[config.mk]
export PLATFORM = sky130hd
export DESIGN_NAME = occupancy_tiered_fan_speed_selector
export DESIGN_NICKNAME = d
export VERILOG_FILES = /design/src/otfss_pkg.sv /design/src/otfss_regs.sv /design/src/otfss_front.sv /design/src/otfss_queue.sv /design/src/otfss_back.sv /design/src/occupancy_tiered_fan_speed_selector.sv
export SDC_FILE = /design/constraint.sdc
export NUM_CORES = 1
export LEC_CHECK = 0
export CORE_ASPECT_RATIO = 0.6
export CORE_MARGIN = 4
export CORE_UTILIZATION = 70
export CTS_BUF_LIST = sky130_fd_sc_hd__clkbuf_8
export CTS_CLUSTER_DIAMETER = 50
export DETAILED_ROUTE_END_ITERATION = 8
export DONT_BUFFER_PORTS = 1
export GPL_TIMING_DRIVEN = 0
export MAX_ROUTING_LAYER = met4
export PLACE_DENSITY = 0.95
export SKIP_CTS_REPAIR_TIMING = 1
export SLEW_MARGIN = 20
export SYNTH_ARGS = -nofsm -noshare
export SYNTH_HDL_FRONTEND = slang
export SYNTH_HIERARCHICAL = 1
export SYNTH_SLANG_ARGS = --single-unit
[constraint.sdc]
create_clock -name clk -period 13.8 [get_ports clk]
set_input_delay 1.38 -clock clk [delete_from_list [all_inputs] [get_ports clk]]
set_output_delay 1.38 -clock clk [all_outputs]
set_load 0.03 [all_outputs]
[src/otfss_pkg.sv]
// ----------------------------------------------------------------------------
// otfss_pkg: shared types and constants of the fan speed selector
// Register codes, classification record, deviation bands and duty table.
// ----------------------------------------------------------------------------
package otfss_pkg;

  // field widths
  localparam int TEMP_W    = 11;
  localparam int HUM_W     = 10;
  localparam int OCC_W     = 7;
  localparam int DEV_W     = 12;
  localparam int DUTY_W    = 8;
  localparam int LEVEL_W   = 2;
  localparam int CFG_IDX_W = 3;
  localparam int CFG_DAT_W = 11;

  // default depth of the queue between front and back
  localparam int QUEUE_DEPTH_DEF = 2;

  // occupancy limits
  localparam logic [OCC_W-1:0] OCC_CLAMP     = 7'd100;
  localparam logic [OCC_W-1:0] OCC_THRESHOLD = 7'd15;

  // deviation bands in tenths, with hysteresis already taken off
  localparam logic signed [DEV_W-1:0] BAND_HIGH     = 12'sd25;
  localparam logic signed [DEV_W-1:0] BAND_HIGH_HYS = 12'sd20;
  localparam logic signed [DEV_W-1:0] BAND_MED      = 12'sd10;
  localparam logic signed [DEV_W-1:0] BAND_MED_HYS  = 12'sd5;

  // speed levels
  localparam logic [LEVEL_W-1:0] LVL_OFF  = 2'd0;
  localparam logic [LEVEL_W-1:0] LVL_LOW  = 2'd1;
  localparam logic [LEVEL_W-1:0] LVL_MED  = 2'd2;
  localparam logic [LEVEL_W-1:0] LVL_HIGH = 2'd3;

  // PWM duties
  localparam logic [DUTY_W-1:0] DUTY_OFF  = 8'd0;
  localparam logic [DUTY_W-1:0] DUTY_LOW  = 8'd85;
  localparam logic [DUTY_W-1:0] DUTY_MED  = 8'd170;
  localparam logic [DUTY_W-1:0] DUTY_HIGH = 8'd255;

  // configuration register indexes
  typedef enum logic [CFG_IDX_W-1:0] {
    REG_TIER_MID_OCC  = 3'd0,
    REG_TIER_HIGH_OCC = 3'd1,
    REG_TEMP_LOW      = 3'd2,
    REG_TEMP_MID      = 3'd3,
    REG_TEMP_HIGH     = 3'd4,
    REG_HUM_LOW       = 3'd5,
    REG_HUM_MID       = 3'd6,
    REG_HUM_HIGH      = 3'd7
  } reg_idx_t;

  // register file contents
  typedef struct packed {
    logic [OCC_W-1:0]  tier_mid_occ;
    logic [OCC_W-1:0]  tier_high_occ;
    logic [TEMP_W-1:0] temp_low;
    logic [TEMP_W-1:0] temp_mid;
    logic [TEMP_W-1:0] temp_high;
    logic [HUM_W-1:0]  hum_low;
    logic [HUM_W-1:0]  hum_mid;
    logic [HUM_W-1:0]  hum_high;
  } cfg_t;

  // classified sample: band compares done, hysteresis choice left to the back
  typedef struct packed {
    logic off;
    logic ge_high;
    logic ge_high_hys;
    logic ge_med;
    logic ge_med_hys;
  } cls_t;

  function automatic logic [DUTY_W-1:0] duty_of_level(input logic [LEVEL_W-1:0] lvl);
    logic [DUTY_W-1:0] d;
    case (lvl)
      LVL_LOW:  d = DUTY_LOW;
      LVL_MED:  d = DUTY_MED;
      LVL_HIGH: d = DUTY_HIGH;
      default:  d = DUTY_OFF;
    endcase
    return d;
  endfunction

endpackage

[src/otfss_regs.sv]
// ----------------------------------------------------------------------------
// otfss_regs: configuration register file
// Eight tier limits and targets, loaded with their defaults at reset.
// ----------------------------------------------------------------------------
module otfss_regs (
  input  logic                               clk,
  input  logic                               rst_n,
  input  logic                               cfg_valid,
  output logic                               cfg_ready,
  input  logic [otfss_pkg::CFG_IDX_W-1:0]   cfg_index,
  input  logic [otfss_pkg::CFG_DAT_W-1:0]   cfg_wdata,
  output otfss_pkg::cfg_t                    cfg_o
);

  otfss_pkg::cfg_t regs_r;

  // writes are always accepted
  assign cfg_ready = 1'b1;
  assign cfg_o     = regs_r;

  // register writes
  always_ff @(posedge clk) begin
    if (!rst_n) begin
      regs_r.tier_mid_occ  <= 7'd40;
      regs_r.tier_high_occ <= 7'd70;
      regs_r.temp_low      <= 11'd270;
      regs_r.temp_mid      <= 11'd250;
      regs_r.temp_high     <= 11'd230;
      regs_r.hum_low       <= 10'd650;
      regs_r.hum_mid       <= 10'd600;
      regs_r.hum_high      <= 10'd550;
    end else if (cfg_valid && cfg_ready) begin
      case (otfss_pkg::reg_idx_t'(cfg_index))
        otfss_pkg::REG_TIER_MID_OCC:  regs_r.tier_mid_occ  <= cfg_wdata[otfss_pkg::OCC_W-1:0];
        otfss_pkg::REG_TIER_HIGH_OCC: regs_r.tier_high_occ <= cfg_wdata[otfss_pkg::OCC_W-1:0];
        otfss_pkg::REG_TEMP_LOW:      regs_r.temp_low      <= cfg_wdata[otfss_pkg::TEMP_W-1:0];
        otfss_pkg::REG_TEMP_MID:      regs_r.temp_mid      <= cfg_wdata[otfss_pkg::TEMP_W-1:0];
        otfss_pkg::REG_TEMP_HIGH:     regs_r.temp_high     <= cfg_wdata[otfss_pkg::TEMP_W-1:0];
        otfss_pkg::REG_HUM_LOW:       regs_r.hum_low       <= cfg_wdata[otfss_pkg::HUM_W-1:0];
        otfss_pkg::REG_HUM_MID:       regs_r.hum_mid       <= cfg_wdata[otfss_pkg::HUM_W-1:0];
        otfss_pkg::REG_HUM_HIGH:      regs_r.hum_high      <= cfg_wdata[otfss_pkg::HUM_W-1:0];
        default: ;
      endcase
    end
  end

endmodule

[src/otfss_front.sv]
// ----------------------------------------------------------------------------
// otfss_front: sample classifier
// Clamps occupancy, picks the comfort tier, forms both deviations and
// compares them against every band the back might need.
// ----------------------------------------------------------------------------
module otfss_front (
  input  logic                                     in_valid,
  output logic                                     in_stall,
  input  logic signed [otfss_pkg::TEMP_W-1:0]      in_temperature,
  input  logic [otfss_pkg::HUM_W-1:0]              in_humidity,
  input  logic [otfss_pkg::OCC_W-1:0]              in_occupancy,
  input  logic                                     in_sensor_fail,
  input  otfss_pkg::cfg_t                          cfg_i,
  input  logic                                     q_full,
  output logic                                     q_push,
  output otfss_pkg::cls_t                          q_wdata
);

  logic [otfss_pkg::OCC_W-1:0]         occ_c;
  logic [otfss_pkg::TEMP_W-1:0]        temp_tgt;
  logic [otfss_pkg::HUM_W-1:0]         hum_tgt;
  logic signed [otfss_pkg::DEV_W-1:0]  t_dev;
  logic signed [otfss_pkg::DEV_W-1:0]  h_dev;

  // accept whenever the queue has room
  assign in_stall = q_full;
  assign q_push   = in_valid && !q_full;

  // occupancy clamp and tier choice
  always_comb begin
    occ_c = (in_occupancy > otfss_pkg::OCC_CLAMP) ? otfss_pkg::OCC_CLAMP : in_occupancy;
    if (occ_c >= cfg_i.tier_high_occ) begin
      temp_tgt = cfg_i.temp_high;
      hum_tgt  = cfg_i.hum_high;
    end else if (occ_c >= cfg_i.tier_mid_occ) begin
      temp_tgt = cfg_i.temp_mid;
      hum_tgt  = cfg_i.hum_mid;
    end else begin
      temp_tgt = cfg_i.temp_low;
      hum_tgt  = cfg_i.hum_low;
    end
  end

  // deviations, one bit wider than the temperature operands and two wider than the humidity ones, so they never wrap
  assign t_dev = $signed({in_temperature[otfss_pkg::TEMP_W-1], in_temperature})
               - $signed({temp_tgt[otfss_pkg::TEMP_W-1], temp_tgt});
  assign h_dev = $signed({2'b00, in_humidity}) - $signed({2'b00, hum_tgt});

  // band compares
  always_comb begin
    q_wdata.off         = in_sensor_fail || (occ_c < otfss_pkg::OCC_THRESHOLD);
    q_wdata.ge_high     = (t_dev >= otfss_pkg::BAND_HIGH)     || (h_dev >= otfss_pkg::BAND_HIGH);
    q_wdata.ge_high_hys = (t_dev >= otfss_pkg::BAND_HIGH_HYS) ||
                          (h_dev >= otfss_pkg::BAND_HIGH_HYS);
    q_wdata.ge_med      = (t_dev >= otfss_pkg::BAND_MED)      || (h_dev >= otfss_pkg::BAND_MED);
    q_wdata.ge_med_hys  = (t_dev >= otfss_pkg::BAND_MED_HYS)  || (h_dev >= otfss_pkg::BAND_MED_HYS);
  end

endmodule

[src/otfss_queue.sv]
// ----------------------------------------------------------------------------
// otfss_queue: short queue of classified samples
// Circular buffer between front and back; push and pop can happen in the same cycle.
// ----------------------------------------------------------------------------
module otfss_queue #(
  parameter int DEPTH = otfss_pkg::QUEUE_DEPTH_DEF
) (
  input  logic             clk,
  input  logic             rst_n,
  input  logic             push,
  input  otfss_pkg::cls_t  wdata,
  output logic             full,
  input  logic             pop,
  output logic             q_valid,
  output otfss_pkg::cls_t  rdata
);

  localparam int PW = (DEPTH > 1) ? $clog2(DEPTH) : 1;
  localparam int CW = $clog2(DEPTH + 1);

  otfss_pkg::cls_t  mem [DEPTH];
  logic [PW-1:0]    wr_ptr_r, wr_ptr_nxt;
  logic [PW-1:0]    rd_ptr_r, rd_ptr_nxt;
  logic [CW-1:0]    count_r, count_nxt;
  logic             do_push, do_pop;

  assign full    = (count_r == CW'(DEPTH));
  assign q_valid = (count_r != '0);
  assign rdata   = mem[rd_ptr_r];
  assign do_push = push && !full;
  assign do_pop  = pop && q_valid;

  // pointer and count update
  always_comb begin
    wr_ptr_nxt = wr_ptr_r;
    rd_ptr_nxt = rd_ptr_r;
    count_nxt  = count_r;
    if (do_push) begin
      wr_ptr_nxt = (wr_ptr_r == PW'(DEPTH - 1)) ? '0 : wr_ptr_r + 1'b1;
    end
    if (do_pop) begin
      rd_ptr_nxt = (rd_ptr_r == PW'(DEPTH - 1)) ? '0 : rd_ptr_r + 1'b1;
    end
    if (do_push && !do_pop) begin
      count_nxt = count_r + 1'b1;
    end else if (do_pop && !do_push) begin
      count_nxt = count_r - 1'b1;
    end
  end

  always_ff @(posedge clk) begin
    if (!rst_n) begin
      wr_ptr_r <= '0;
      rd_ptr_r <= '0;
      count_r  <= '0;
    end else begin
      wr_ptr_r <= wr_ptr_nxt;
      rd_ptr_r <= rd_ptr_nxt;
      count_r  <= count_nxt;
    end
  end

  // storage
  always_ff @(posedge clk) begin
    if (do_push) begin
      mem[wr_ptr_r] <= wdata;
    end
  end

endmodule

[src/otfss_back.sv]
// ----------------------------------------------------------------------------
// otfss_back: level decision and result register
// Applies hysteresis from the last level, raises the kick flag and holds
// the result until the receiver takes it.
// ----------------------------------------------------------------------------
module otfss_back (
  input  logic                                clk,
  input  logic                                rst_n,
  input  logic                                q_valid,
  input  otfss_pkg::cls_t                     q_rdata,
  output logic                                q_pop,
  output logic                                out_valid,
  input  logic                                out_stall,
  output logic [otfss_pkg::DUTY_W-1:0]        out_fan_duty,
  output logic [otfss_pkg::LEVEL_W-1:0]       out_speed_level,
  output logic                                out_kick_pulse
);

  logic                               out_valid_r, out_valid_nxt;
  logic [otfss_pkg::DUTY_W-1:0]       duty_r;
  logic [otfss_pkg::LEVEL_W-1:0]      level_r;
  logic                               kick_r;
  logic [otfss_pkg::LEVEL_W-1:0]      last_r, last_nxt;
  logic [otfss_pkg::LEVEL_W-1:0]      level_nxt;
  logic                               band_high, band_med;

  // take the next request when the result register is free or draining
  assign q_pop = q_valid && (!out_valid_r || !out_stall);

  // hysteresis: lower bands once the fan already runs that fast
  always_comb begin
    band_high = (last_r == otfss_pkg::LVL_HIGH) ? q_rdata.ge_high_hys : q_rdata.ge_high;
    band_med  = (last_r >= otfss_pkg::LVL_MED)  ? q_rdata.ge_med_hys  : q_rdata.ge_med;
    if (q_rdata.off) begin
      level_nxt = otfss_pkg::LVL_OFF;
    end else if (band_high) begin
      level_nxt = otfss_pkg::LVL_HIGH;
    end else if (band_med) begin
      level_nxt = otfss_pkg::LVL_MED;
    end else begin
      level_nxt = otfss_pkg::LVL_LOW;
    end
    last_nxt      = q_pop ? level_nxt : last_r;
    out_valid_nxt = q_pop || (out_valid_r && out_stall);
  end

  // control state
  always_ff @(posedge clk) begin
    if (!rst_n) begin
      out_valid_r <= 1'b0;
      last_r      <= otfss_pkg::LVL_OFF;
    end else begin
      out_valid_r <= out_valid_nxt;
      last_r      <= last_nxt;
    end
  end

  // result payload
  always_ff @(posedge clk) begin
    if (q_pop) begin
      level_r <= level_nxt;
      duty_r  <= otfss_pkg::duty_of_level(level_nxt);
      kick_r  <= (last_r == otfss_pkg::LVL_OFF) && (level_nxt != otfss_pkg::LVL_OFF);
    end
  end

  assign out_valid       = out_valid_r;
  assign out_fan_duty    = duty_r;
  assign out_speed_level = level_r;
  assign out_kick_pulse  = kick_r;

  // checks
  a_kick_on: assert property (@(posedge clk) disable iff (!rst_n)
    out_valid_r && kick_r |-> level_r != otfss_pkg::LVL_OFF)
    else $error("kick raised with fan off");

  a_duty_match: assert property (@(posedge clk) disable iff (!rst_n)
    out_valid_r |-> duty_r == otfss_pkg::duty_of_level(level_r))
    else $error("duty does not match level");

  a_last_tracks: assert property (@(posedge clk) disable iff (!rst_n)
    q_pop |=> last_r == level_r)
    else $error("last level not updated from popped request");

  a_no_overwrite: assert property (@(posedge clk) disable iff (!rst_n)
    out_valid_r && out_stall |-> !q_pop)
    else $error("held result overwritten");

endmodule

[src/occupancy_tiered_fan_speed_selector.sv]
// ----------------------------------------------------------------------------
// occupancy_tiered_fan_speed_selector: top level
// Chooses a fan speed level and PWM duty for each sensor sample.
// ----------------------------------------------------------------------------
// Usage:
//   Input channel (in_valid / in_stall) carries one sensor sample per
//   request: temperature and humidity in tenths, occupancy percent and a
//   sensor-fail flag. Output channel (out_valid / out_stall) returns one
//   result per sample: duty, speed level and kick flag, in sample order.
//   Configuration channel (cfg_valid / cfg_ready) writes one tier register
//   per request; cfg_ready is always high. Write only while idle.
//   An accepted sample is written into the queue and then popped into the
//   result register. Throughput: one sample per cycle while out_stall is
//   low; the last-level register in the back is updated on every pop.
//   The front classifies into a QUEUE_DEPTH entry queue; in_stall rises
//   only when that queue is full, i.e. when out_stall has held the result
//   register and the queue has filled behind it.
//   Reset (rst_n low, synchronous) empties the queue, drops out_valid,
//   sets the last level to off and loads the register defaults.
// ----------------------------------------------------------------------------
module occupancy_tiered_fan_speed_selector #(
  parameter int QUEUE_DEPTH = otfss_pkg::QUEUE_DEPTH_DEF
) (
  input  logic                                  clk,
  input  logic                                  rst_n,
  input  logic                                  in_valid,
  output logic                                  in_stall,
  input  logic signed [otfss_pkg::TEMP_W-1:0]   in_temperature,
  input  logic [otfss_pkg::HUM_W-1:0]           in_humidity,
  input  logic [otfss_pkg::OCC_W-1:0]           in_occupancy,
  input  logic                                  in_sensor_fail,
  output logic                                  out_valid,
  input  logic                                  out_stall,
  output logic [otfss_pkg::DUTY_W-1:0]          out_fan_duty,
  output logic [otfss_pkg::LEVEL_W-1:0]         out_speed_level,
  output logic                                  out_kick_pulse,
  input  logic                                  cfg_valid,
  output logic                                  cfg_ready,
  input  logic [otfss_pkg::CFG_IDX_W-1:0]       cfg_index,
  input  logic [otfss_pkg::CFG_DAT_W-1:0]       cfg_wdata
);

  otfss_pkg::cfg_t  cfg;
  otfss_pkg::cls_t  q_wdata, q_rdata;
  logic             q_push, q_full, q_pop, q_valid;

  // register file
  otfss_regs u_regs (
    .clk       (clk),
    .rst_n     (rst_n),
    .cfg_valid (cfg_valid),
    .cfg_ready (cfg_ready),
    .cfg_index (cfg_index),
    .cfg_wdata (cfg_wdata),
    .cfg_o     (cfg)
  );

  // classifier
  otfss_front u_front (
    .in_valid       (in_valid),
    .in_stall       (in_stall),
    .in_temperature (in_temperature),
    .in_humidity    (in_humidity),
    .in_occupancy   (in_occupancy),
    .in_sensor_fail (in_sensor_fail),
    .cfg_i          (cfg),
    .q_full         (q_full),
    .q_push         (q_push),
    .q_wdata        (q_wdata)
  );

  // queue between front and back
  otfss_queue #(
    .DEPTH (QUEUE_DEPTH)
  ) u_queue (
    .clk     (clk),
    .rst_n   (rst_n),
    .push    (q_push),
    .wdata   (q_wdata),
    .full    (q_full),
    .pop     (q_pop),
    .q_valid (q_valid),
    .rdata   (q_rdata)
  );

  // level decision and result register
  otfss_back u_back (
    .clk             (clk),
    .rst_n           (rst_n),
    .q_valid         (q_valid),
    .q_rdata         (q_rdata),
    .q_pop           (q_pop),
    .out_valid       (out_valid),
    .out_stall       (out_stall),
    .out_fan_duty    (out_fan_duty),
    .out_speed_level (out_speed_level),
    .out_kick_pulse  (out_kick_pulse)
  );

endmodule
* Word-level counts from Yosys, hierarchy flattened *
Memories as Yosys holds them, arrays and structs flattened. A register that Yosys moved wholly into a read port is not among the register bits.
Cells that the tools add are included.

word-level totals
  bits in registers = 95
  RAM bits = 10
  input bits = 48
  output and inout port bits = 14
  memories kept = 1

cells by class
  add/sub/neg operators = 6
  order comparisons = 13
  eq/ne operators = 12
  muxes and demuxes = 19
  reductions and logical operators = 33

memory list
  name         words  bits a word  rd ports  clocked after Yosys merged registers in  wr ports  RTL line           text
  u_queue.mem  2      5            1         1                                        1         otfss_queue.sv:21  otfss_pkg::cls_t mem [DEPTH];

operators with widths
  kind                                                                    count
  12-bit by 6-bit >= comparator with 1-bit output, second input constant  4
  12-bit by 4-bit >= comparator with 1-bit output, second input constant  2
  12-bit by 5-bit >= comparator with 1-bit output, second input constant  2
  8-bit one-hot mux with 3 select lines                                   1
  11-bit two-way mux                                                      2
  10-bit two-way mux                                                      2
  2-bit AND reduction                                                     8
  7-bit >= comparator                                                     2
  3-bit equality test, second input constant                              4
  11-bit by 11-bit subtractor with 12-bit output                          1
  10-bit by 10-bit subtractor with 11-bit output                          1
  2-bit two-way mux                                                       5
  2-bit equality test, second input constant                              4
  1-bit logical AND                                                       8
  1-bit two-way mux                                                       8
  7-bit > comparator, second input constant                               1
  1-bit logical OR                                                        7
  7-bit by 4-bit < comparator with 1-bit output, second input constant    1
  7-bit two-way mux                                                       1
  3-bit by 2-bit equality test with 1-bit output, second input constant   2
  2-bit nonzero test                                                      3
  1-bit zero test                                                         5
  3-bit by 1-bit equality test with 1-bit output, second input constant   1
  3-bit zero test                                                         1
  6 further kinds                                                         7

* Depth between registers and ports, before layout *
Gate-level depths: netlist (run 1).

  depth after elaboration = 8
  depth in mapped cells = 22
  gate-level depth less buffers = 21

* Cells and area by module *
Netlist (run 1), hierarchy kept.

modules (own cells, without submodules)
  module       times used  cells each  area an instance (µm²)  seq. area each (µm²)
  otfss_regs   1           284         2992.9                  1541.5
  otfss_front  1           279         2139.6                  0.0
  otfss_queue  1           41          586.8                   400.4
  otfss_back   1           33          377.9                   210.2

* Worst setup path before layout (run 1) *
No wires, ideal clock.

  path kind = input-to-reg
  start = in in_occupancy[2] (netlist name)
  end = mem u_queue/mem[0][0] (netlist name), data pin
  library setup time = 0.272 ns
  data arrival time = 5.745 ns
  required time = 13.528 ns
  path slack = 7.782 ns
  stages = 19
  buffers on the path = 1
  cell sequence = o311ai_2 > nand2_1 > ha_1 > nor2b_1 > maj3_1 > o21bai_1 > a221oi_1 > clkbuf_1 > mux2_2 > mux2i_1 > fa_1 > a211oi_1 > nor2_2 > o21a_1 > a31oi_1 > mux2_2 > or4_4 > a211oi_2 > o22ai_1

RTL lines
  element             RTL line                                   text
  start: declaration  occupancy_tiered_fan_speed_selector.sv:30  input logic [otfss_pkg::OCC_W-1:0] in_occupancy,
  end: declaration    otfss_queue.sv:21

==> impl_metrics.toml, run 1 <==
[outcome]
status = "finished, final reports clean"

[timing]
drv_slew = 0
hold_slack_ns = 0.467
fin_worst_skew_ns = 0.0156
maxSlewHeadroom = 0.403
grt_setup_unrepaired = "no"
max_freq_mhz = 152
tightest_slew_ns = 0.894
setup_slack_ns = 7.22
hold_violations = 0
period_minus_slack_ns = 6.58
finalSetupViolations = 0
fin_crit_sh = 0.477
tns_ns = 0

[final_layout]
multi_input_area_sq_um = 3630
final_nets = 730
fillers = 553
area_delta_synth_final_pct = 5.17
antenna_cells = 0
regArea_sq_um = 2150
drive_above_1_share = 0.135
stdcell_area_sq_um = 6410
stdcell_count = 765

[setup_path]
crit_slowest_cell = "clkbuf_1"
endpoint_kind = "flip-flop"
r2r-end = "u_queue/mem[0][0]$_DFFE_PP_"
max_stage_delay_ns = 0.61
path_cells = "o311ai_2 > nand2_1 > ha_1 > nor2b_1 > maj3_1 > o21bai_1 > a221oi_1 > clkbuf_1 > mux2_2 > mux2i_1 > ha_1 > a21oi_1 > o21ai_0 > o21a_1 > a31oi_1 > mux2_2 > or4_4 > a211oi_2 > o22ai_1"
path_buf_inv = 1
ff2ff_path_depth = 17
cp_max_fo = 10
critPathKind = "input port to flip-flop"
cp_top_family = "compound AO/OA/AOI/OAI gates"
arrival_ns = 6.69
timing.rr.start = "u_regs/cfg_o[70]$_SDFFE_PN0P_"
cp-start-kind = "input port"
r2r_slack_ns = 8.27
critPathRequiredTime_ns = 13.91

[floorplan]
placementRows = 26
die_h_um = 80.3
ios = 62
coreArea_sq_um = 8490
chipWidth_um = 128
start_util = 0.718
die_area_sq_um = 10300

[cts]
htree_levels = 3
clock-root-buffer = "clkbuf_8"
cts_tree = "built"
cts_buffers = 9
clk_latency_ns = 0.37
clkTransAtPathRegs_ns = 0.10
cts.sinks = 100
cts.path.max_buffers = 2

[hold_path]
hold_depth = 2
min_from = "u_regs/cfg_o[0]$_SDFFE_PN0P_"
hp-class = "flip-flop to flip-flop"
holdPathEnd = "u_regs/cfg_o[0]$_SDFFE_PN0P_"

[routing]
routed_wl_um = 15800
wl_per_cell_um = 20.6
antenna_left = 0
drc_errors = 0
dr_total_vias = 5016
vias_per_cell = 6.56
firstDrtPassIters = 6
drt_iter0_drc = 424

[global_routing]
grt_max_degree = 18
overflow = 0
grt_pass1_wl_um = 25000
grt_pass1_vias = 4987
grt_use_total = 0.322
antenna_found_initial = 0

[pwr]
switchingPower_mw = 0.305
irDropWorstVdd_uv = 78.2
powerDensity_nw_per_um2 = 126
swShare = 0.377
power.clock.fraction = 0.212
p_comb_frac = 0.333
p_int_mw = 0.503
seq_power_share = 0.454
leakage_nw = 2.81

[yosys]
synth_top_area_share = 0.279
synth_edf_count = 15
yosysWarnings = 6
synthArstFlopShare = 0
synth_common_cells = "mux2i_1, dfxtp_1, nand2_1"
synthTopCellsByArea = "dfxtp_1, mux2i_1, edfxtp_1"
netlist_area_sq_um = 6100
synth.distinct_cells = 74
synthCells = 637
synth-seq-cells = 100
synth_ff_type = "dfxtp_1"
synth_area_leader_cell = "dfxtp_1"
synth.avg_cell_area_sq_um = 9.57
yosysMostFrequentCell = "mux2i_1"
synth_seq_area_share = 0.353
synthesis.nets = 719

[placed_design]
hpwlAfterDp_um = 12000
dp_cells = 749
place_area_sq_um = 6240
gp_routability_congestion = 0.955
port_buffers = 0
place_ws_ns = 6.93

[flow_run]
cap_viol_max_count = 0
## power groups by stage
stage | registers [mW] | logic, mW | clock network [mW]
4_1_cts | 0.367 | 0.264 | 0.171
6_report | 0.367 | 0.269 | 0.172
2_1_floorplan | 0.367 | 0.211 | 0
3_3_place_gp | 0.370 | 0.244 | 0
5_1_grt | 0.370 | 0.290 | 0.185
3_5_place_dp | 0.373 | 0.261 | 0
## worst max path at each step
| stage | slack, ns | cells after the start | endpoint | startpoint |
|---|---|---|---|---|
| final | 7.22 | 19 | u_queue/mem[0][0]$_DFFE_PP_ | in_occupancy[2] |
| after detailed placement | 6.93 | 19 | u_queue/mem[0][0]$_DFFE_PP_ | in_occupancy[2] |
| after global placement | 7.07 | 19 | u_queue/mem[0][0]$_DFFE_PP_ | in_occupancy[2] |
| after global routing | 6.95 | 19 | u_queue/mem[0][0]$_DFFE_PP_ | in_occupancy[2] |
| after CTS | 7.34 | 19 | u_queue/mem[0][0]$_DFFE_PP_ | in_occupancy[2] |
| after floorplan | 7.78 | 19 | u_queue/mem[0][0]$_DFFE_PP_ | in_occupancy[2] |
## tightest hold or removal path, delay by kind of cell (launching register included)
family / cells / cell delay (ns)
AND/OR/NAND/NOR: 1 / 0.05
multiplexers: 1 / 0.05
flip-flops: 1 / 0.32
## area by class of cell
cell class / instances / area share
multi-input combinational: 476 / 0.566
sequential: 100 / 0.336
buffer: 41 / 0.0371
tap: 112 / 0.0219
clock buffer: 9 / 0.0193
inverter: 20 / 0.0117
clock inverter: 7 / 0.00800
## cell families (layout without fill, tap and decap cells)
family,Yosys count,after routing,synth area share
AND/OR/NAND/NOR,211,211,0.182
other,1,1,0.000615
XOR/XNOR,12,12,0.0172
buffers and inverters,61,77,0.0513
multiplexers,126,126,0.213
flip-flops,100,100,0.353
AO/OA/AOI/OAI,90,90,0.107
adder cells (fa/ha/maj),36,36,0.0755
## placed cells by master, fill, tap and decap left out, drive strengths merged, types with 3 or more instances in the layout
master,netlist,final
nor2b,47,47
nand4,5,5
and2,3,3
nand2,76,76
inv,20,24
nor3b,3,3
mux2,29,29
o21ai,16,16
or3,4,4
dfxtp,85,85
a311oi,4,4
o21bai,3,3
or2,5,5
a21o,6,6
nand3,6,6
clkinv,0,3
mux2i,97,97
clkbuf,14,23
nor3,11,11
nand4b,3,3
a21oi,17,17
o22ai,3,3
edfxtp,15,15
buf,27,27
nand2b,5,5
o21a,13,13
xor2,10,10
a211oi,7,7
ha,32,32
nor2,29,29
## metrics by stage
stage | total power [mW] | utilization
after floorplan | 0.578 | -
after global placement | 0.615 | 0.735
after detailed placement | 0.634 | 0.735
after CTS | 0.802 | 0.755
after global routing | 0.845 | 0.755
final | 0.807 | 0.755
## registers in the layout, summed over array words and instances, names as in the netlist, named ones only
name,cells
u_back/out_valid,1
u_back/last_r,2
u_queue/count_r,2
u_back/out_speed_level,2
u_queue/mem,10
u_back/out_kick_pulse,1
u_queue/rd_ptr_r,1
u_queue/wr_ptr_r,1
u_regs/cfg_o,77
u_back/out_fan_duty,2
## layer usage
metal,up-vias,GRT usage,part of all wire
met1,2397,0.418,0.40
met5,-,-,0
met3,38,0.0837,0.12
li1,2283,-,-
met4,0,0.0996,0.024
met2,298,0.498,0.45
Note: power is estimated with default switching activity, not from simulation.
==> run 2: changes to the inputs <==
--- a/config.mk
+++ b/config.mk
@@ -7,14 +7,14 @@
 export LEC_CHECK = 0
 export CORE_ASPECT_RATIO = 0.6
 export CORE_MARGIN = 4
-export CORE_UTILIZATION = 70
+export CORE_UTILIZATION = 60
 export CTS_BUF_LIST = sky130_fd_sc_hd__clkbuf_8
 export CTS_CLUSTER_DIAMETER = 50
 export DETAILED_ROUTE_END_ITERATION = 8
 export DONT_BUFFER_PORTS = 1
 export GPL_TIMING_DRIVEN = 0
 export MAX_ROUTING_LAYER = met4
-export PLACE_DENSITY = 0.95
+export PLACE_DENSITY = 0.88
 export SKIP_CTS_REPAIR_TIMING = 1
 export SLEW_MARGIN = 20
 export SYNTH_ARGS = -nofsm -noshare
==> constraint.sdc (replaced) <==
create_clock -name clk -period 5.35 [get_ports clk]
set_input_delay 0.535 -clock clk [delete_from_list [all_inputs] [get_ports clk]]
set_output_delay 0.535 -clock clk [all_outputs]
set_load 0.03 [all_outputs]
==> impl_metrics.toml, run 2 (synthesis gave the netlist of run 1 again) <==
[setup_path]
critPathRequiredTime_ns = 5.47
endpoint_kind = "flip-flop"
path_common_cell = "mux2_2"
path_cells = "o311ai_4 > nand2_1 > ha_1 > nor2b_1 > maj3_1 > o21bai_1 > a221oi_2 > buf_6 > mux2_2 > mux2i_2 > ha_4 > a211oi_2 > nor2_2 > o21a_1 > a31oi_1 > mux2_2 > or4_4 > a211oi_4 > o22ai_1"
cp-start-kind = "input port"
arrival_ns = 5.34
path_buf_inv = 1
timing.rr.start = "u_regs/cfg_o[70]$_SDFFE_PN0P_"
r2r_slack_ns = 0.39
ff2ff_path_depth = 17
path_depth = 19
crit_slowest_cell = "or4_4"
r2r-end = "u_queue/mem[1][0]$_DFFE_PP_"
cp_max_fo = 10
critPathKind = "input port to flip-flop"
max_stage_delay_ns = 0.54
cp_top_family = "compound AO/OA/AOI/OAI gates"

[cts]
htree_levels = 3
clock-root-buffer = "clkbuf_8"
clkTransAtPathRegs_ns = 0.09
cts_tree = "built"
cts.sinks = 100
cts.path.max_buffers = 2
clk_latency_ns = 0.38
cts_buffers = 9

[floorplan]
die_h_um = 86.1
ios = 62
coreArea_sq_um = 9880
placementRows = 28
die_area_sq_um = 11900
chipWidth_um = 138
start_util = 0.617

[timing]
fin_crit_sh = 0.976
fin_worst_skew_ns = 0.0125
max_freq_mhz = 192
hold_violations = 0
finalSetupViolations = 0
period_minus_slack_ns = 5.22
drv_slew = 0
tightest_slew_ns = 0.829
maxSlewHeadroom = 0.446
setup_slack_ns = 0.131

[routing]
antenna_left = 0
dr_total_vias = 4914
drc_errors = 0
wl_per_cell_um = 20.1
drt_iter0_drc = 528
firstDrtPassIters = 6
vias_per_cell = 6.15
routed_wl_um = 16100

[placed_design]
gp_routability_congestion = 0.924
port_buffers = 0
dp_cells = 772
place_ws_ns = -0.812
hpwlAfterDp_um = 11700

[global_routing]
grt_use_total = 0.267
grt_max_degree = 17
grt_pass1_wl_um = 24500
overflow = 0
antenna_found_initial = 0
grt_pass1_vias = 4767

[final_layout]
final_cell_mix = "mux2i_1, dfxtp_1, nand2_1"
stdcell_count = 799
drive_above_1_share = 0.167
final_nets = 741
final_common_cell = "mux2i_1"
area_delta_synth_final_pct = 9.30
antenna_cells = 0
largest_register_ffs = 77

[hold_path]
holdPathEnd = "u_queue/wr_ptr_r$_SDFFE_PN0N_"
min_from = "rst_n"
hp-class = "input port to flip-flop"
hold_depth = 1

[pwr]
fin_total_pwr_mw = 2.11
irDropWorstVdd_uv = 222
leakage_nw = 2.89
powerDensity_nw_per_um2 = 316

[outcome]
status = "finished, final reports clean"

[flow_run]
cap_viol_max_count = 0
[run 2: cell count changes in the layout (fill, tap and decap cells not counted), sizes merged]
cell | before | now
inv | 24 | 23
clkinvlp | 0 | 1
clkinv | 3 | 2
buf | 27 | 39
[run 2: worst register-to-register path, stage by stage (launching register included)]
cell,delay [ns]
dfxtp_1,0.32
ha_1,0.28
nor2b_1,0.14
maj3_1,0.20
o21bai_1,0.15
a221oi_2,0.45
buf_6,0.24
mux2_2,0.37
mux2i_2,0.29
ha_4,0.28
a211oi_2,0.23
nor2_2,0.10
o21a_1,0.22
a31oi_1,0.18
mux2_2,0.36
or4_4,0.54
a211oi_4,0.22
o22ai_1,0.14
[run 2: power by group]
part | internal (mW) | switching (mW)
logic | 0.298 | 0.433
registers | 0.852 | 0.0928
clock network | 0.178 | 0.254
[run 2: layout make-up]
type | count | area (sq um)
fillers | 745 | 3220
well taps | 135 | 169
plain buffers | 41 | 259
clock inverters | 6 | 36.3
repair buffers | 11 | 82.6
clock buffers | 10 | 138
flip-flops and latches | 100 | 2150
multi-input cells | 476 | 3750
inverters | 20 | 75.1
[run 2: how the worst max path moves through the flow]
stage,from,end,slack (ns)
after floorplan,in_occupancy[2],u_queue/mem[0][0]$_DFFE_PP_,0.18
after global placement,in_occupancy[2],u_queue/mem[0][0]$_DFFE_PP_,-0.61
after detailed placement,in_occupancy[2],u_queue/mem[0][0]$_DFFE_PP_,-0.81
after CTS,in_occupancy[2],u_queue/mem[1][0]$_DFFE_PP_,-0.41
after global routing,in_occupancy[2],u_queue/mem[1][0]$_DFFE_PP_,-0.02
final,in_occupancy[2],u_queue/mem[1][0]$_DFFE_PP_,0.13
[run 2: per-layer routing]
metal / global-route usage / vias up / share of wire
met1: 0.346 / 2376 / 0.44
met3: 0.0691 / 35 / 0.090
li1: - / 2300 / -
met4: 0.0709 / 0 / 0.015
met2: 0.418 / 203 / 0.46
met5: - / - / 0
[run 2: stage by stage]
stage	utilization	TNS [ns]	area [sq um]	hold WS, ns
floorplan	-	0	6100	0.431
global placement	0.634	-3.91	6270	0.438
detailed placement	0.634	-5.54	6270	0.447
CTS	0.652	-2.30	6440	0.259
global route	0.675	-0.0655	6660	0.264
finish	0.675	0	6660	0.276
